$ cat config.mk
export PLATFORM = sky130hd
export DESIGN_NAME = first_fit_block_allocator
export DESIGN_NICKNAME = d
export VERILOG_FILES = /design/src/rtl/ffa_pkg.sv /design/src/rtl/ffa_ram.sv /design/src/rtl/ffa_seq.sv /design/src/rtl/first_fit_block_allocator.sv
export SDC_FILE = /design/constraint.sdc
export NUM_CORES = 2
export LEC_CHECK = 0
export BUFFER_PORTS_ARGS = -buffer_cell sky130_fd_sc_hd__buf_2
export CAP_MARGIN = 40
export CORE_ASPECT_RATIO = 2
export CORE_MARGIN = 2
export CORE_UTILIZATION = 60
export DETAILED_ROUTE_END_ITERATION = 6
export HOLD_SLACK_MARGIN = 0.12
export PLACE_DENSITY = 0.76
export SYNTH_ARGS = -nofsm -noshare
export SYNTH_HDL_FRONTEND = slang
export SYNTH_HIERARCHICAL = 1
export SYNTH_SLANG_ARGS = --single-unit
$ cat constraint.sdc
create_clock -name clk -period 9.7 [get_ports clk]
set_input_delay 0.97 -clock clk [delete_from_list [all_inputs] [get_ports clk]]
set_output_delay 0.97 -clock clk [all_outputs]
set_load 0.005 [all_outputs]
$ cat src/rtl/ffa_pkg.sv
// Shared types, codes and defaults of the first-fit block allocator.
package ffa_pkg;

	localparam int FIELD_W    = 16;
	localparam int STATUS_W   = 3;
	localparam int MAX_BLOCKS_DEF = 16;
	localparam int ADDR_BITS_DEF  = 16;
	localparam logic [FIELD_W-1:0] BASE_RESET = 16'd1000;

	// Request commands
	localparam logic CMD_CLAIM = 1'b0;
	localparam logic CMD_FREE  = 1'b1;

	// Config register indexes
	localparam logic CFG_BASE = 1'b0;
	localparam logic CFG_POOL = 1'b1;

	// Result status codes
	localparam logic [STATUS_W-1:0] STS_OK        = 3'd0;
	localparam logic [STATUS_W-1:0] STS_NO_SPACE  = 3'd1;
	localparam logic [STATUS_W-1:0] STS_NOT_ALLOC = 3'd2;
	localparam logic [STATUS_W-1:0] STS_FULL      = 3'd3;
	localparam logic [STATUS_W-1:0] STS_ZERO      = 3'd4;

	typedef struct packed {
		logic               command;
		logic [FIELD_W-1:0] request_size;
		logic [FIELD_W-1:0] block_address;
	} req_t;

	typedef struct packed {
		logic [STATUS_W-1:0] status;
		logic [FIELD_W-1:0]  granted_address;
		logic [FIELD_W-1:0]  freed_size;
	} rsp_t;

	typedef enum logic [3:0] {
		ST_IDLE,
		ST_SEG_RD,
		ST_SEG_CHK,
		ST_ALC_RD,
		ST_ALC_CHK,
		ST_MERGE,
		ST_SH_RD,
		ST_SH_WR,
		ST_DONE
	} state_t;

endpackage

$ cat src/rtl/ffa_ram.sv
// Generic single-write, single-read RAM with registered read data.
module ffa_ram #(
	parameter int WIDTH = 32,
	parameter int DEPTH = 16
) (
	input  logic                     clk,
	input  logic                     we,
	input  logic [$clog2(DEPTH)-1:0] waddr,
	input  logic [WIDTH-1:0]         wdata,
	input  logic [$clog2(DEPTH)-1:0] raddr,
	output logic [WIDTH-1:0]         rdata
);

	logic [WIDTH-1:0] mem [DEPTH];

	always_ff @(posedge clk) begin
		if (we) begin
			mem[waddr] <= wdata;
		end
		rdata <= mem[raddr];
	end

endmodule

$ cat src/rtl/ffa_seq.sv
// Table sequencer: free-segment and allocation RAMs with the request state machine.
module ffa_seq #(
	parameter int MAX_BLOCKS = ffa_pkg::MAX_BLOCKS_DEF,
	parameter int ADDR_BITS  = ffa_pkg::ADDR_BITS_DEF
) (
	input  logic                         clk,
	input  logic                         arst_n,
	input  logic                         init_we,
	input  logic [ADDR_BITS-1:0]         init_addr,
	input  logic [ffa_pkg::FIELD_W-1:0]  init_len,
	input  logic                         start,
	input  ffa_pkg::req_t                req,
	input  logic                         take,
	output logic                         busy,
	output logic                         done,
	output ffa_pkg::rsp_t                res
);

	localparam int LW   = ffa_pkg::FIELD_W;
	localparam int FD   = MAX_BLOCKS + 1;
	localparam int FIW  = $clog2(FD);
	localparam int CNTW = $clog2(FD + 1);
	localparam int AIW  = $clog2(MAX_BLOCKS);
	localparam int SLW  = AIW + 1;
	localparam int EW   = ADDR_BITS + 1;
	localparam int RW   = ADDR_BITS + LW;

	ffa_pkg::state_t state_q, state_d;

	logic                 cmd_q;
	logic [LW-1:0]        size_q;
	logic [ADDR_BITS-1:0] addr_q;
	logic [CNTW-1:0]      idx_q, pos_q, cnt_q;
	logic [SLW-1:0]       j_q;
	logic [AIW-1:0]       slot_q;
	logic [LW-1:0]        len_q;
	logic [ADDR_BITS-1:0] prev_a_q, next_a_q;
	logic [LW-1:0]        prev_l_q, next_l_q;
	logic                 has_next_q, down_q;
	logic [MAX_BLOCKS-1:0] valid_q;
	ffa_pkg::rsp_t        res_q;

	// RAM ports
	logic                 fr_we;
	logic [FIW-1:0]       fr_waddr, fr_raddr;
	logic [RW-1:0]        fr_wdata, fr_rdata;
	logic                 al_we;
	logic [AIW-1:0]       al_waddr, al_raddr;
	logic [RW-1:0]        al_wdata, al_rdata;

	ffa_ram #(.WIDTH(RW), .DEPTH(FD)) u_free_ram (
		.clk(clk), .we(fr_we), .waddr(fr_waddr), .wdata(fr_wdata),
		.raddr(fr_raddr), .rdata(fr_rdata)
	);

	ffa_ram #(.WIDTH(RW), .DEPTH(MAX_BLOCKS)) u_alloc_ram (
		.clk(clk), .we(al_we), .waddr(al_waddr), .wdata(al_wdata),
		.raddr(al_raddr), .rdata(al_rdata)
	);

	logic [ADDR_BITS-1:0] rd_a, al_a;
	logic [LW-1:0]        rd_l, al_l;
	assign rd_a = fr_rdata[RW-1 -: ADDR_BITS];
	assign rd_l = fr_rdata[LW-1:0];
	assign al_a = al_rdata[RW-1 -: ADDR_BITS];
	assign al_l = al_rdata[LW-1:0];

	// First unused allocation slot
	logic           have_slot;
	logic [AIW-1:0] free_slot;
	always_comb begin
		have_slot = 1'b0;
		free_slot = '0;
		for (int i = MAX_BLOCKS - 1; i >= 0; i--) begin
			if (!valid_q[i]) begin
				have_slot = 1'b1;
				free_slot = AIW'(i);
			end
		end
	end

	// Scan and merge conditions
	logic is_claim, scan_end, fit, exact, at_pos, al_hit, al_end;
	logic has_prev, wp, wn, tbl_full, sh_more;
	logic [CNTW-1:0] sh_src, pos_m1;
	assign is_claim = cmd_q == ffa_pkg::CMD_CLAIM;
	assign scan_end = idx_q >= cnt_q;
	assign fit      = rd_l >= size_q;
	assign exact    = rd_l == size_q;
	assign at_pos   = rd_a >= addr_q;
	assign al_hit   = valid_q[j_q[AIW-1:0]] && (al_a == addr_q);
	assign al_end   = j_q == SLW'(MAX_BLOCKS);
	assign has_prev = idx_q != '0;
	assign pos_m1   = idx_q - CNTW'(1);
	assign wp = has_prev &&
		(({1'b0, prev_a_q} + EW'(prev_l_q)) == {1'b0, addr_q});
	assign wn = has_next_q &&
		(({1'b0, addr_q} + EW'(len_q)) == {1'b0, next_a_q});
	assign tbl_full = !wp && !wn && (cnt_q >= CNTW'(FD));
	assign sh_src   = down_q ? idx_q + CNTW'(1) : idx_q - CNTW'(1);
	assign sh_more  = down_q ? ((idx_q + CNTW'(1)) < cnt_q) : (idx_q > pos_q);

	// State register
	always_ff @(posedge clk or negedge arst_n) begin
		if (!arst_n) begin
			state_q <= ffa_pkg::ST_IDLE;
		end else begin
			state_q <= state_d;
		end
	end

	// Next state and RAM controls
	always_comb begin
		state_d  = state_q;
		fr_we    = 1'b0;
		fr_waddr = idx_q[FIW-1:0];
		fr_wdata = {addr_q, len_q};
		fr_raddr = idx_q[FIW-1:0];
		al_we    = 1'b0;
		al_waddr = free_slot;
		al_wdata = {rd_a, size_q};
		al_raddr = j_q[AIW-1:0];
		case (state_q)
			ffa_pkg::ST_IDLE: begin
				if (init_we) begin
					fr_we    = 1'b1;
					fr_waddr = '0;
					fr_wdata = {init_addr, init_len};
				end else if (start) begin
					if (req.command == ffa_pkg::CMD_FREE) begin
						state_d = ffa_pkg::ST_ALC_RD;
					end else if (req.request_size == '0) begin
						state_d = ffa_pkg::ST_DONE;
					end else begin
						state_d = ffa_pkg::ST_SEG_RD;
					end
				end
			end
			ffa_pkg::ST_SEG_RD: begin
				if (!scan_end) begin
					state_d = ffa_pkg::ST_SEG_CHK;
				end else if (is_claim) begin
					state_d = ffa_pkg::ST_DONE;
				end else begin
					state_d = ffa_pkg::ST_MERGE;
				end
			end
			ffa_pkg::ST_SEG_CHK: begin
				if (is_claim) begin
					if (!fit) begin
						state_d = ffa_pkg::ST_SEG_RD;
					end else if (!have_slot) begin
						state_d = ffa_pkg::ST_DONE;
					end else begin
						al_we = 1'b1;
						if (exact) begin
							state_d = ffa_pkg::ST_SH_RD;
						end else begin
							fr_we    = 1'b1;
							fr_wdata = {rd_a + ADDR_BITS'(size_q), rd_l - size_q};
							state_d  = ffa_pkg::ST_DONE;
						end
					end
				end else begin
					state_d = at_pos ? ffa_pkg::ST_MERGE : ffa_pkg::ST_SEG_RD;
				end
			end
			ffa_pkg::ST_ALC_RD: begin
				state_d = al_end ? ffa_pkg::ST_DONE : ffa_pkg::ST_ALC_CHK;
			end
			ffa_pkg::ST_ALC_CHK: begin
				state_d = al_hit ? ffa_pkg::ST_SEG_RD : ffa_pkg::ST_ALC_RD;
			end
			ffa_pkg::ST_MERGE: begin
				if (tbl_full) begin
					state_d = ffa_pkg::ST_DONE;
				end else if (wp && wn) begin
					fr_we    = 1'b1;
					fr_waddr = pos_m1[FIW-1:0];
					fr_wdata = {prev_a_q, prev_l_q + len_q + next_l_q};
					state_d  = ffa_pkg::ST_SH_RD;
				end else if (wp) begin
					fr_we    = 1'b1;
					fr_waddr = pos_m1[FIW-1:0];
					fr_wdata = {prev_a_q, prev_l_q + len_q};
					state_d  = ffa_pkg::ST_DONE;
				end else if (wn) begin
					fr_we    = 1'b1;
					fr_wdata = {addr_q, next_l_q + len_q};
					state_d  = ffa_pkg::ST_DONE;
				end else begin
					state_d = ffa_pkg::ST_SH_RD;
				end
			end
			ffa_pkg::ST_SH_RD: begin
				fr_raddr = sh_src[FIW-1:0];
				if (sh_more) begin
					state_d = ffa_pkg::ST_SH_WR;
				end else begin
					// upward shift ends by placing the freed block at its slot
					if (!down_q) begin
						fr_we    = 1'b1;
						fr_waddr = pos_q[FIW-1:0];
					end
					state_d = ffa_pkg::ST_DONE;
				end
			end
			ffa_pkg::ST_SH_WR: begin
				fr_we    = 1'b1;
				fr_wdata = fr_rdata;
				state_d  = ffa_pkg::ST_SH_RD;
			end
			ffa_pkg::ST_DONE: begin
				if (take) begin
					state_d = ffa_pkg::ST_IDLE;
				end
			end
			default: begin
				state_d = ffa_pkg::ST_IDLE;
			end
		endcase
	end

	// Control registers: segment count and allocation valid bits
	always_ff @(posedge clk or negedge arst_n) begin
		if (!arst_n) begin
			cnt_q   <= '0;
			valid_q <= '0;
		end else begin
			case (state_q)
				ffa_pkg::ST_IDLE: begin
					if (init_we) begin
						cnt_q   <= CNTW'(init_len != '0);
						valid_q <= '0;
					end
				end
				ffa_pkg::ST_SEG_CHK: begin
					if (is_claim && fit && have_slot) begin
						valid_q[free_slot] <= 1'b1;
					end
				end
				ffa_pkg::ST_MERGE: begin
					if (!tbl_full) begin
						valid_q[slot_q] <= 1'b0;
					end
				end
				ffa_pkg::ST_SH_RD: begin
					if (!sh_more) begin
						cnt_q <= down_q ? cnt_q - CNTW'(1) : cnt_q + CNTW'(1);
					end
				end
				default: begin
				end
			endcase
		end
	end

	// Working registers of the request in flight
	always_ff @(posedge clk) begin
		case (state_q)
			ffa_pkg::ST_IDLE: begin
				cmd_q  <= req.command;
				size_q <= req.request_size;
				addr_q <= ADDR_BITS'(req.block_address);
				idx_q  <= '0;
				j_q    <= '0;
				has_next_q <= 1'b0;
				res_q  <= '{status: (req.command == ffa_pkg::CMD_CLAIM &&
					req.request_size == '0) ? ffa_pkg::STS_ZERO : ffa_pkg::STS_OK,
					granted_address: '0, freed_size: '0};
			end
			ffa_pkg::ST_SEG_RD: begin
				if (scan_end) begin
					if (is_claim) begin
						res_q.status <= ffa_pkg::STS_NO_SPACE;
					end
				end
			end
			ffa_pkg::ST_SEG_CHK: begin
				if (is_claim) begin
					if (!fit) begin
						idx_q <= idx_q + CNTW'(1);
					end else if (!have_slot) begin
						res_q.status <= ffa_pkg::STS_FULL;
					end else begin
						res_q.granted_address <= ffa_pkg::FIELD_W'(rd_a);
						down_q <= 1'b1;
					end
				end else if (at_pos) begin
					next_a_q   <= rd_a;
					next_l_q   <= rd_l;
					has_next_q <= 1'b1;
				end else begin
					prev_a_q <= rd_a;
					prev_l_q <= rd_l;
					idx_q    <= idx_q + CNTW'(1);
				end
			end
			ffa_pkg::ST_ALC_RD: begin
				if (al_end) begin
					res_q.status <= ffa_pkg::STS_NOT_ALLOC;
				end
			end
			ffa_pkg::ST_ALC_CHK: begin
				if (al_hit) begin
					len_q  <= al_l;
					slot_q <= j_q[AIW-1:0];
					idx_q  <= '0;
				end else begin
					j_q <= j_q + SLW'(1);
				end
			end
			ffa_pkg::ST_MERGE: begin
				pos_q <= idx_q;
				if (tbl_full) begin
					res_q.status <= ffa_pkg::STS_FULL;
				end else begin
					res_q.freed_size <= len_q;
					down_q <= wp && wn;
					if (!wp && !wn) begin
						idx_q <= cnt_q;
					end
				end
			end
			ffa_pkg::ST_SH_WR: begin
				idx_q <= down_q ? idx_q + CNTW'(1) : idx_q - CNTW'(1);
			end
			default: begin
			end
		endcase
	end

	assign busy = state_q != ffa_pkg::ST_IDLE;
	assign done = state_q == ffa_pkg::ST_DONE;
	assign res  = res_q;

endmodule

$ cat src/rtl/first_fit_block_allocator.sv
// A claim scans the free segments in order and, when a segment empties, shifts the
// entries behind it down; a free scans the allocation slots, then the free segments,
// then merges with its neighbours (shifting entries down when both join) or shifts
// entries up to insert a new segment; the result then goes into the output register.
// One request at a time, paced by the single read port of the free-segment RAM.
// Reset: base 1000, empty pool, no allocations; no clearing pass, ready at once.
module first_fit_block_allocator #(
	parameter int MAX_BLOCKS = ffa_pkg::MAX_BLOCKS_DEF,
	parameter int ADDR_BITS  = ffa_pkg::ADDR_BITS_DEF
) (
	input  logic                        clk,
	input  logic                        arst_n,
	input  logic                        cfg_we,
	input  logic                        cfg_index,
	input  logic [ffa_pkg::FIELD_W-1:0] cfg_data,
	input  logic                        req_valid,
	output logic                        req_stall,
	input  ffa_pkg::req_t               req,
	output logic                        rsp_valid,
	input  logic                        rsp_stall,
	output ffa_pkg::rsp_t               rsp
);

	localparam int LW = ffa_pkg::FIELD_W;
	localparam int CW = ((ADDR_BITS > LW) ? ADDR_BITS : LW) + 1;

	logic [LW-1:0] base_q, pool_q, base_d, pool_d;

	// Config registers; a write while the sequencer is idle reinitializes the pool
	always_comb begin
		base_d = base_q;
		pool_d = pool_q;
		if (cfg_we) begin
			if (cfg_index == ffa_pkg::CFG_BASE) begin
				base_d = cfg_data;
			end else begin
				pool_d = cfg_data;
			end
		end
	end

	always_ff @(posedge clk or negedge arst_n) begin
		if (!arst_n) begin
			base_q <= ffa_pkg::BASE_RESET;
			pool_q <= '0;
		end else begin
			base_q <= base_d;
			pool_q <= pool_d;
		end
	end

	// Usable length: pool cut to the room below the top of the address space
	logic [ADDR_BITS-1:0] init_addr;
	logic [CW-1:0]        room, pool_x;
	logic [LW-1:0]        init_len;
	assign init_addr = ADDR_BITS'(base_d);
	assign room      = (CW'(1) << ADDR_BITS) - CW'(init_addr);
	assign pool_x    = CW'(pool_d);
	assign init_len  = (pool_x < room) ? pool_d : LW'(room);

	logic          busy, done, take;
	ffa_pkg::rsp_t res;

	ffa_seq #(.MAX_BLOCKS(MAX_BLOCKS), .ADDR_BITS(ADDR_BITS)) u_seq (
		.clk(clk), .arst_n(arst_n),
		.init_we(cfg_we), .init_addr(init_addr), .init_len(init_len),
		.start(req_valid), .req(req), .take(take),
		.busy(busy), .done(done), .res(res)
	);

	assign req_stall = busy;

	// Output register
	logic          rsp_valid_q;
	ffa_pkg::rsp_t rsp_q;
	assign take = done && (!rsp_valid_q || !rsp_stall);

	always_ff @(posedge clk or negedge arst_n) begin
		if (!arst_n) begin
			rsp_valid_q <= 1'b0;
		end else if (take) begin
			rsp_valid_q <= 1'b1;
		end else if (!rsp_stall) begin
			rsp_valid_q <= 1'b0;
		end
	end

	always_ff @(posedge clk) begin
		if (take) begin
			rsp_q <= res;
		end
	end

	assign rsp_valid = rsp_valid_q;
	assign rsp       = rsp_q;

endmodule

# Word level (Yosys, flattened, before mapping)
# Memory sizes are Yosys's and may differ from the RTL's. A register that Yosys moved wholly into a read port is not among the register bits.
# Index checks and enable logic that the tools add are counted.
# word_totals
wordCells,281
mem_count,2
input_bits,55
regBits,262
ramBits,1056
output_inout_bits,37
# op_classes
n_eq_ne,36
mux,143
order_cmp,12
add_sub_neg,13
reduce_logical,43
n_bitwise,6
# memory_table
name,words,width,rd,rd_clocked_by_memory_dff,write_ports,line,source
u_seq.u_free_ram.mem,17,32,1,1,1,ffa_ram.sv:14,logic [WIDTH-1:0] mem [DEPTH];
u_seq.u_alloc_ram.mem,16,32,1,1,1,ffa_ram.sv:14,
# ops
cell,n
$mux 32,8
$mux 16,11
$mux 4,33
$pmux 32 s4,1
$mux 5,18
$add 16x16->16,4
$pmux 16 s2,2
$pmux 16 s3,1
$mux 1,47
$mux 19,2
$pmux 4 s9,1
$add 16x16->17,2
$eq 17x16->1,2
$eq 16x16->1,2
$ge 16x16->1,2
$pmux 5 s5,1
$ne 2x1->1 const B,12
$mux 3,7
$pmux 5 s2,2
$ne 2x2->1 const B,9
$lt 16x17->1,1
$sub 17x16->17 const A,1
$and 16x16->16,1
$eq 4x3->1 const B,4
41 further kinds,79

# Depth between registers and ports, before layout
# logic_depth
word_depth,23
ltp_mapped,25

# Modules after synthesis
# Netlist, hierarchy kept.
# by_module_without_submodules
module,cells_per_inst,instances,seq_area_each_um2,area_per_inst_um2
ffa_ram at u_seq.u_free_ram,913,1,16976.3,21597.0
ffa_ram at u_seq.u_alloc_ram,838,1,16015.4,19854.0
ffa_seq,1830,1,5700.5,16891.2
first_fit_block_allocator,241,1,1884.3,3320.7

# Least setup slack after synthesis
# No wires, ideal clock.
# synth_timing
path_type,register to register
from,register u_seq.addr_q[0]
to,memory u_seq.u_free_ram.mem[12][0] (enable)
slack_ns,2.426
setup_ns,0.461
arrival_time_ns,6.813
stages_incl_launch_ff,21
required_ns,9.239
path_buffers,1
path_cell_list,edfxtp_1 ha_1 fa_1 xor2_1 nor4b_1 nand3_1 or4_1 nor4_1 nand4_1 nor4b_1 and4_1 inv_1 ha_1 and3_1 clkbuf_1 o41ai_1 o21ai_0 a221o_1 nor2b_1 nand3_1 nor3_1
# synth_via
word_cells_on_any_way,21
classes_between,add/sub: 1; eq/ne: 2; mux: 11; reduce/logical: 7
# synth_lines
element,line,source
from (decl),ffa_seq.sv:32,logic [ADDR_BITS-1:0] addr_q;
from (signal assigned),ffa_seq.sv:264,addr_q <= ADDR_BITS'(req.block_address);
$add 16x16->17,ffa_seq.sv:98,"(({1'b0, addr_q} + EW'(len_q)) == {1'b0, next_a_q});"
$eq 17x16->1,ffa_seq.sv:98,
$logic_and 1x1->1,ffa_seq.sv:97,assign wn = has_next_q &&
$logic_not 1->1,ffa_seq.sv:99,assign tbl_full = !wp && !wn && (cnt_q >= CNTW'(FD));
$logic_and 1x1->1 (2 in series),ffa_seq.sv:99,
$mux 5 *,ffa_seq.sv:175,if (tbl_full) begin
$pmux 5 s3 *,ffa_seq.sv:123,case (state_q)
via u_seq.fr_waddr[4],ffa_seq.sv:45,"logic [FIW-1:0] fr_waddr, fr_raddr;"
to (decl),ffa_ram.sv:14,
# Mark *: on every way through the listed nets, which the timed path passes. The rest lies on a longest branch.

# Worst setup path after layout
# layout_timing
from,register u_seq.len_q[0]
to,memory u_seq.u_free_ram.mem[13][25] (enable)
# layout_via
word_cells_on_any_way,17
classes_between,add/sub: 1; eq/ne: 1; mux: 10; reduce/logical: 5
# layout_lines
element,line,source
from (decl),ffa_seq.sv:36,logic [LW-1:0] len_q;
from (signal assigned),ffa_seq.sv:306,len_q <= al_l;
$add 16x16->17 *,ffa_seq.sv:98,
$eq 17x16->1 *,ffa_seq.sv:98,
$logic_and 1x1->1 *,ffa_seq.sv:97,
$logic_not 1->1,ffa_seq.sv:99,
$logic_and 1x1->1 (2 in series),ffa_seq.sv:99,
$mux 5 *,ffa_seq.sv:175,
$pmux 5 s3 *,ffa_seq.sv:123,
via u_seq.fr_waddr[4],ffa_seq.sv:45,
# Marked as above.

==> run_results.csv <==
group,metric,value,unit
status,status,"finished, violations left",
status,violations,"DRC",
floorplanning,pin_count,92,
setup_path,crit_family,"simple AND/OR/NAND/NOR gates",
power,power_density,329,nW/um^2
routing,wl_per_cell,34.7,um
global_route,grt_pass1_vias,38717,
floorplanning,core_area,102000,sq um
sta,finalSetupTns,0,ns
setup_path,crit_path_start_kind,"flip-flop",
setup_path,worst-endpoint-required,10.10,ns
logic_synthesis,synth-main-ff-cell,"edfxtp_1",
logic_synthesis,avgSynthCellArea,16.1,sq um
setup_path,worstPathArrival,7.62,ns
clock_network,clk_latency,0.78,ns
setup_path,cp_max_fo,18,
logic_synthesis,synth.area.top_cells,"edfxtp_1, mux4_2, ha_1",
logic_synthesis,ys_seq_area_share,65.8,%
routing,drtIter0Drc,4603,
clock_network,cts_buffers,114,
logic_synthesis,syn-instance-count,3822,
logic_synthesis,synth-edff-count,1260,
finish,num-fill-cells,6851,
clock_network,htree_levels,3,
finish,nets,4238,
global_route,antenna_found_initial,6,
sta,tightestPinTransition,1.04,ns
min_path,min_to,"u_seq/addr_q[13]",
clock_network,cts-resized-gates,0,
placement,dp_slack,2.29,ns
routing,drc,2,
logic_synthesis,yosys.area.top_type,"edfxtp_1",
sta,fin_ws,2.47,ns
placement,dp_hpwl,122,mm
finish,drive_gt1_share,20.7,%
setup_path,slowest_stage,"nor2_4",
power,power,0.0226,W
placement,place_congestion,1.01,
sta,whs,0.380,ns
routing,routed_wl,189,mm
setup_path,cp_slowest_stage_delay,0.70,ns
sta,slew_headroom,30.4,%
power,leakagePower,23.6,nW
routing,vias_per_cell,6.94,
logic_synthesis,syn_nets,4049,
floorplanning,initial_core_util,60.3,%
setup_path,reg2reg_slack,2.47,ns
floorplanning,num_rows,166,
placement,dpl_cell_area,64600,sq um
logic_synthesis,synth_warnings,6,
routing,postRouteAntennaNets,0,
global_route,grt_pass1_wl,270,mm
clock_network,post-cts-setup-buffers,0,
logic_synthesis,syn_area,61700,sq um
global_route,grt_usage,36.4,%
routing,vias,37920,
sta,hold_viol,0,
power,vdd_drop_max,0.000231,V
finish,area_growth,11.3,%
floorplanning,dieWidth,231,um
logic_synthesis,ys_ff_latch,1382,
sta,rsz0062_at_grt,"no",
min_path,hold_path.class,"in -> reg",
clock_network,hold_buffers,0,
setup_path,critPathKind,"reg -> reg",
setup_path,cp-end-kind,"flip-flop",
finish,multi_input_area,20000,sq um
sta,min_period,7.23,ns
clock_network,root_buffer,"clkbuf_16",
global_route,grt_max_degree,131,
sta,fmax,138,MHz
logic_synthesis,synth.distinct_cells,105,
clock_network,clk_pin_slew_worst_paths,0.08,ns
placement,portBuffers,91,
finish,seq_area,40600,sq um
setup_path,r2r_end,"u_seq/u_free_ram/mem[13][25]",
sta,fin_worst_skew,0.0533,ns
min_path,hold_depth,1,
logic_synthesis,synth_top_cell_area_share,61.4,%
clock_network,cts_tree,"built",
global_route,grt_overflow,0,
clock_network,cts.sinks,1382,
clock_network,cts_max_path_buffers,3,
floorplanning,die_area,106000,sq um
sta,setup_viol,0,
setup_path,path_cells,"ha_1 > fa_1 > xor2_1 > nor4b_1 > nand3_1 > or4_1 > nor4_1 > nand4_1 > nor4b_1 > and4_1 > inv_1 > ha_1 > and3_1 > o41ai_1 > o21ai_0 > a221o_1 > nor2b_1 > nand3_1 > nor2_4 > buf_4",
setup_path,r2r_cells,20,
setup_path,startpoint,"u_seq/len_q[0]",
sta,fin_crit_sh,74.5,%
min_path,hp-start,"req[13]",
logic_synthesis,async_flop_share,4.20,%
sta,drv_slew,0,
setup_path,r2r_start,"u_seq/len_q[0]",
setup_path,critPathBufInv,2,
routing,dr.pass1.iters,7,
finish,final_area,68600,sq um
run,drv_cap,0,
floorplanning,die_h,457,um
[sequential cells by signal, summed over array words and instances, names as in the netlist, 16 cells and up]
| register | flops |
|---|---|
| u_seq/valid_q | 16 |
| u_seq/prev_a_q | 16 |
| u_seq/prev_l_q | 16 |
| rsp | 35 |
| u_seq/res | 35 |
| u_seq/addr_q | 16 |
| u_seq/u_alloc_ram/rdata | 32 |
| u_seq/size_q | 16 |
| u_seq/len_q | 16 |
| u_seq/next_l_q | 16 |
| base_q | 16 |
| u_seq/u_free_ram/rdata | 32 |
| u_seq/u_alloc_ram/mem | 512 |
| u_seq/next_a_q | 16 |
| pool_q | 16 |
| u_seq/u_free_ram/mem | 544 |
[final cells by class]
| type | instances | area share (%) |
|---|---|---|
| Tap cell | 1344 | 2.45 |
| Timing Repair Buffer | 244 | 2.69 |
| Sequential cell | 1382 | 59.1 |
| Multi-Input combinational cell | 2153 | 29.2 |
| Clock buffer | 144 | 4.54 |
| Inverter | 116 | 0.635 |
| Antenna cell | 6 | 0.0219 |
| Clock inverter | 72 | 1.33 |
[where the power goes]
part,internal (W),switching (W)
clock network,0.00271,0.00223
logic,0.00308,0.00562
registers,0.00826,0.000690
[synth_stat cells, types with 64 or more instances]
cell      count
ha_1        164
xor2_1       73
dfxtp_1      64
a21oi_1     151
nand3_1      85
nor2_1      180
edfxtp_1   1260
mux4_2      253
o21ai_0     123
a22oi_1      71
inv_1       115
clkbuf_1     87
xnor2_1      85
mux2i_1      99
nand2_1     149
[cell families after synthesis]
group	Yosys count	synth area share [%]
adder cells (fa/ha/maj)	172	3.59
XOR/XNOR	158	2.24
flip-flops	1382	65.8
buffers and inverters	287	2.31
AND/OR/NAND/NOR	712	5.87
AO/OA/AOI/OAI	717	8.38
multiplexers	394	11.8
[metal layers]
layer	wire length [um]	GRT usage, %
met1	61000	40.8
met2	94300	61.2
met3	16800	7.46
met4	17300	27.4
met5	26	0
[how the worst max path moves through the flow]
stage,to,slack [ns],cells after the start
floorplan,u_seq/u_free_ram/mem[12][0],2.43,20
global placement,u_seq/u_free_ram/mem[10][12],2.20,22
detailed placement,u_seq/u_free_ram/mem[14][12],2.29,23
CTS,u_seq/u_free_ram/mem[13][25],2.60,20
global route,u_seq/u_free_ram/mem[13][25],2.22,20
finish,u_seq/u_free_ram/mem[13][25],2.47,20
[worst reg2reg max path: cells and delay by family, from the launching register on]
kind            cells  cell delay (ns)
fa+ha+maj           3             1.02
flops               1             0.59
xor+xnor            1             0.17
compound gates      3             0.89
simple gates       11             3.66
buf+inv             2             0.52
[metrics by stage]
| step | cells | util, % |
|---|---|---|
| 3_5_place_dp | 5236 | 63.2 |
| 2_1_floorplan | 3822 | - |
| 5_1_grt | 5456 | 67.1 |
| 6_report | 5461 | 67.2 |
| 4_1_cts | 5452 | 67.1 |
| 3_3_place_gp | 5209 | 62.8 |
[placed cells by master, fill, tap and decap left out, types with 15 or more instances in the layout]
master	n
or3_1	22
edfxtp_1	1260
o211ai_1	22
o21ai_0	121
clkbuf_1	17
nor2_4	26
mux2_2	30
xnor2_1	84
nor3_1	53
bufinv_16	15
clkbuf_16	116
nor4_1	20
a221oi_2	25
a211oi_1	18
nand2_1	149
buf_4	129
and2_1	23
mux4_2	253
nand3_1	85
nand2b_1	27
a22oi_1	71
inv_1	113
o22ai_1	30
nor2_1	154
clkinv_2	18
mux2i_1	99
xor2_1	72
o21a_1	27
a21oi_1	151
buf_2	92
nand4_1	21
dfxtp_1	64
and3_1	34
dfrtp_1	52
a221oi_1	21
nor2b_1	23
ha_1	164
a21o_1	43
Power figures use the tool's default switching activity.
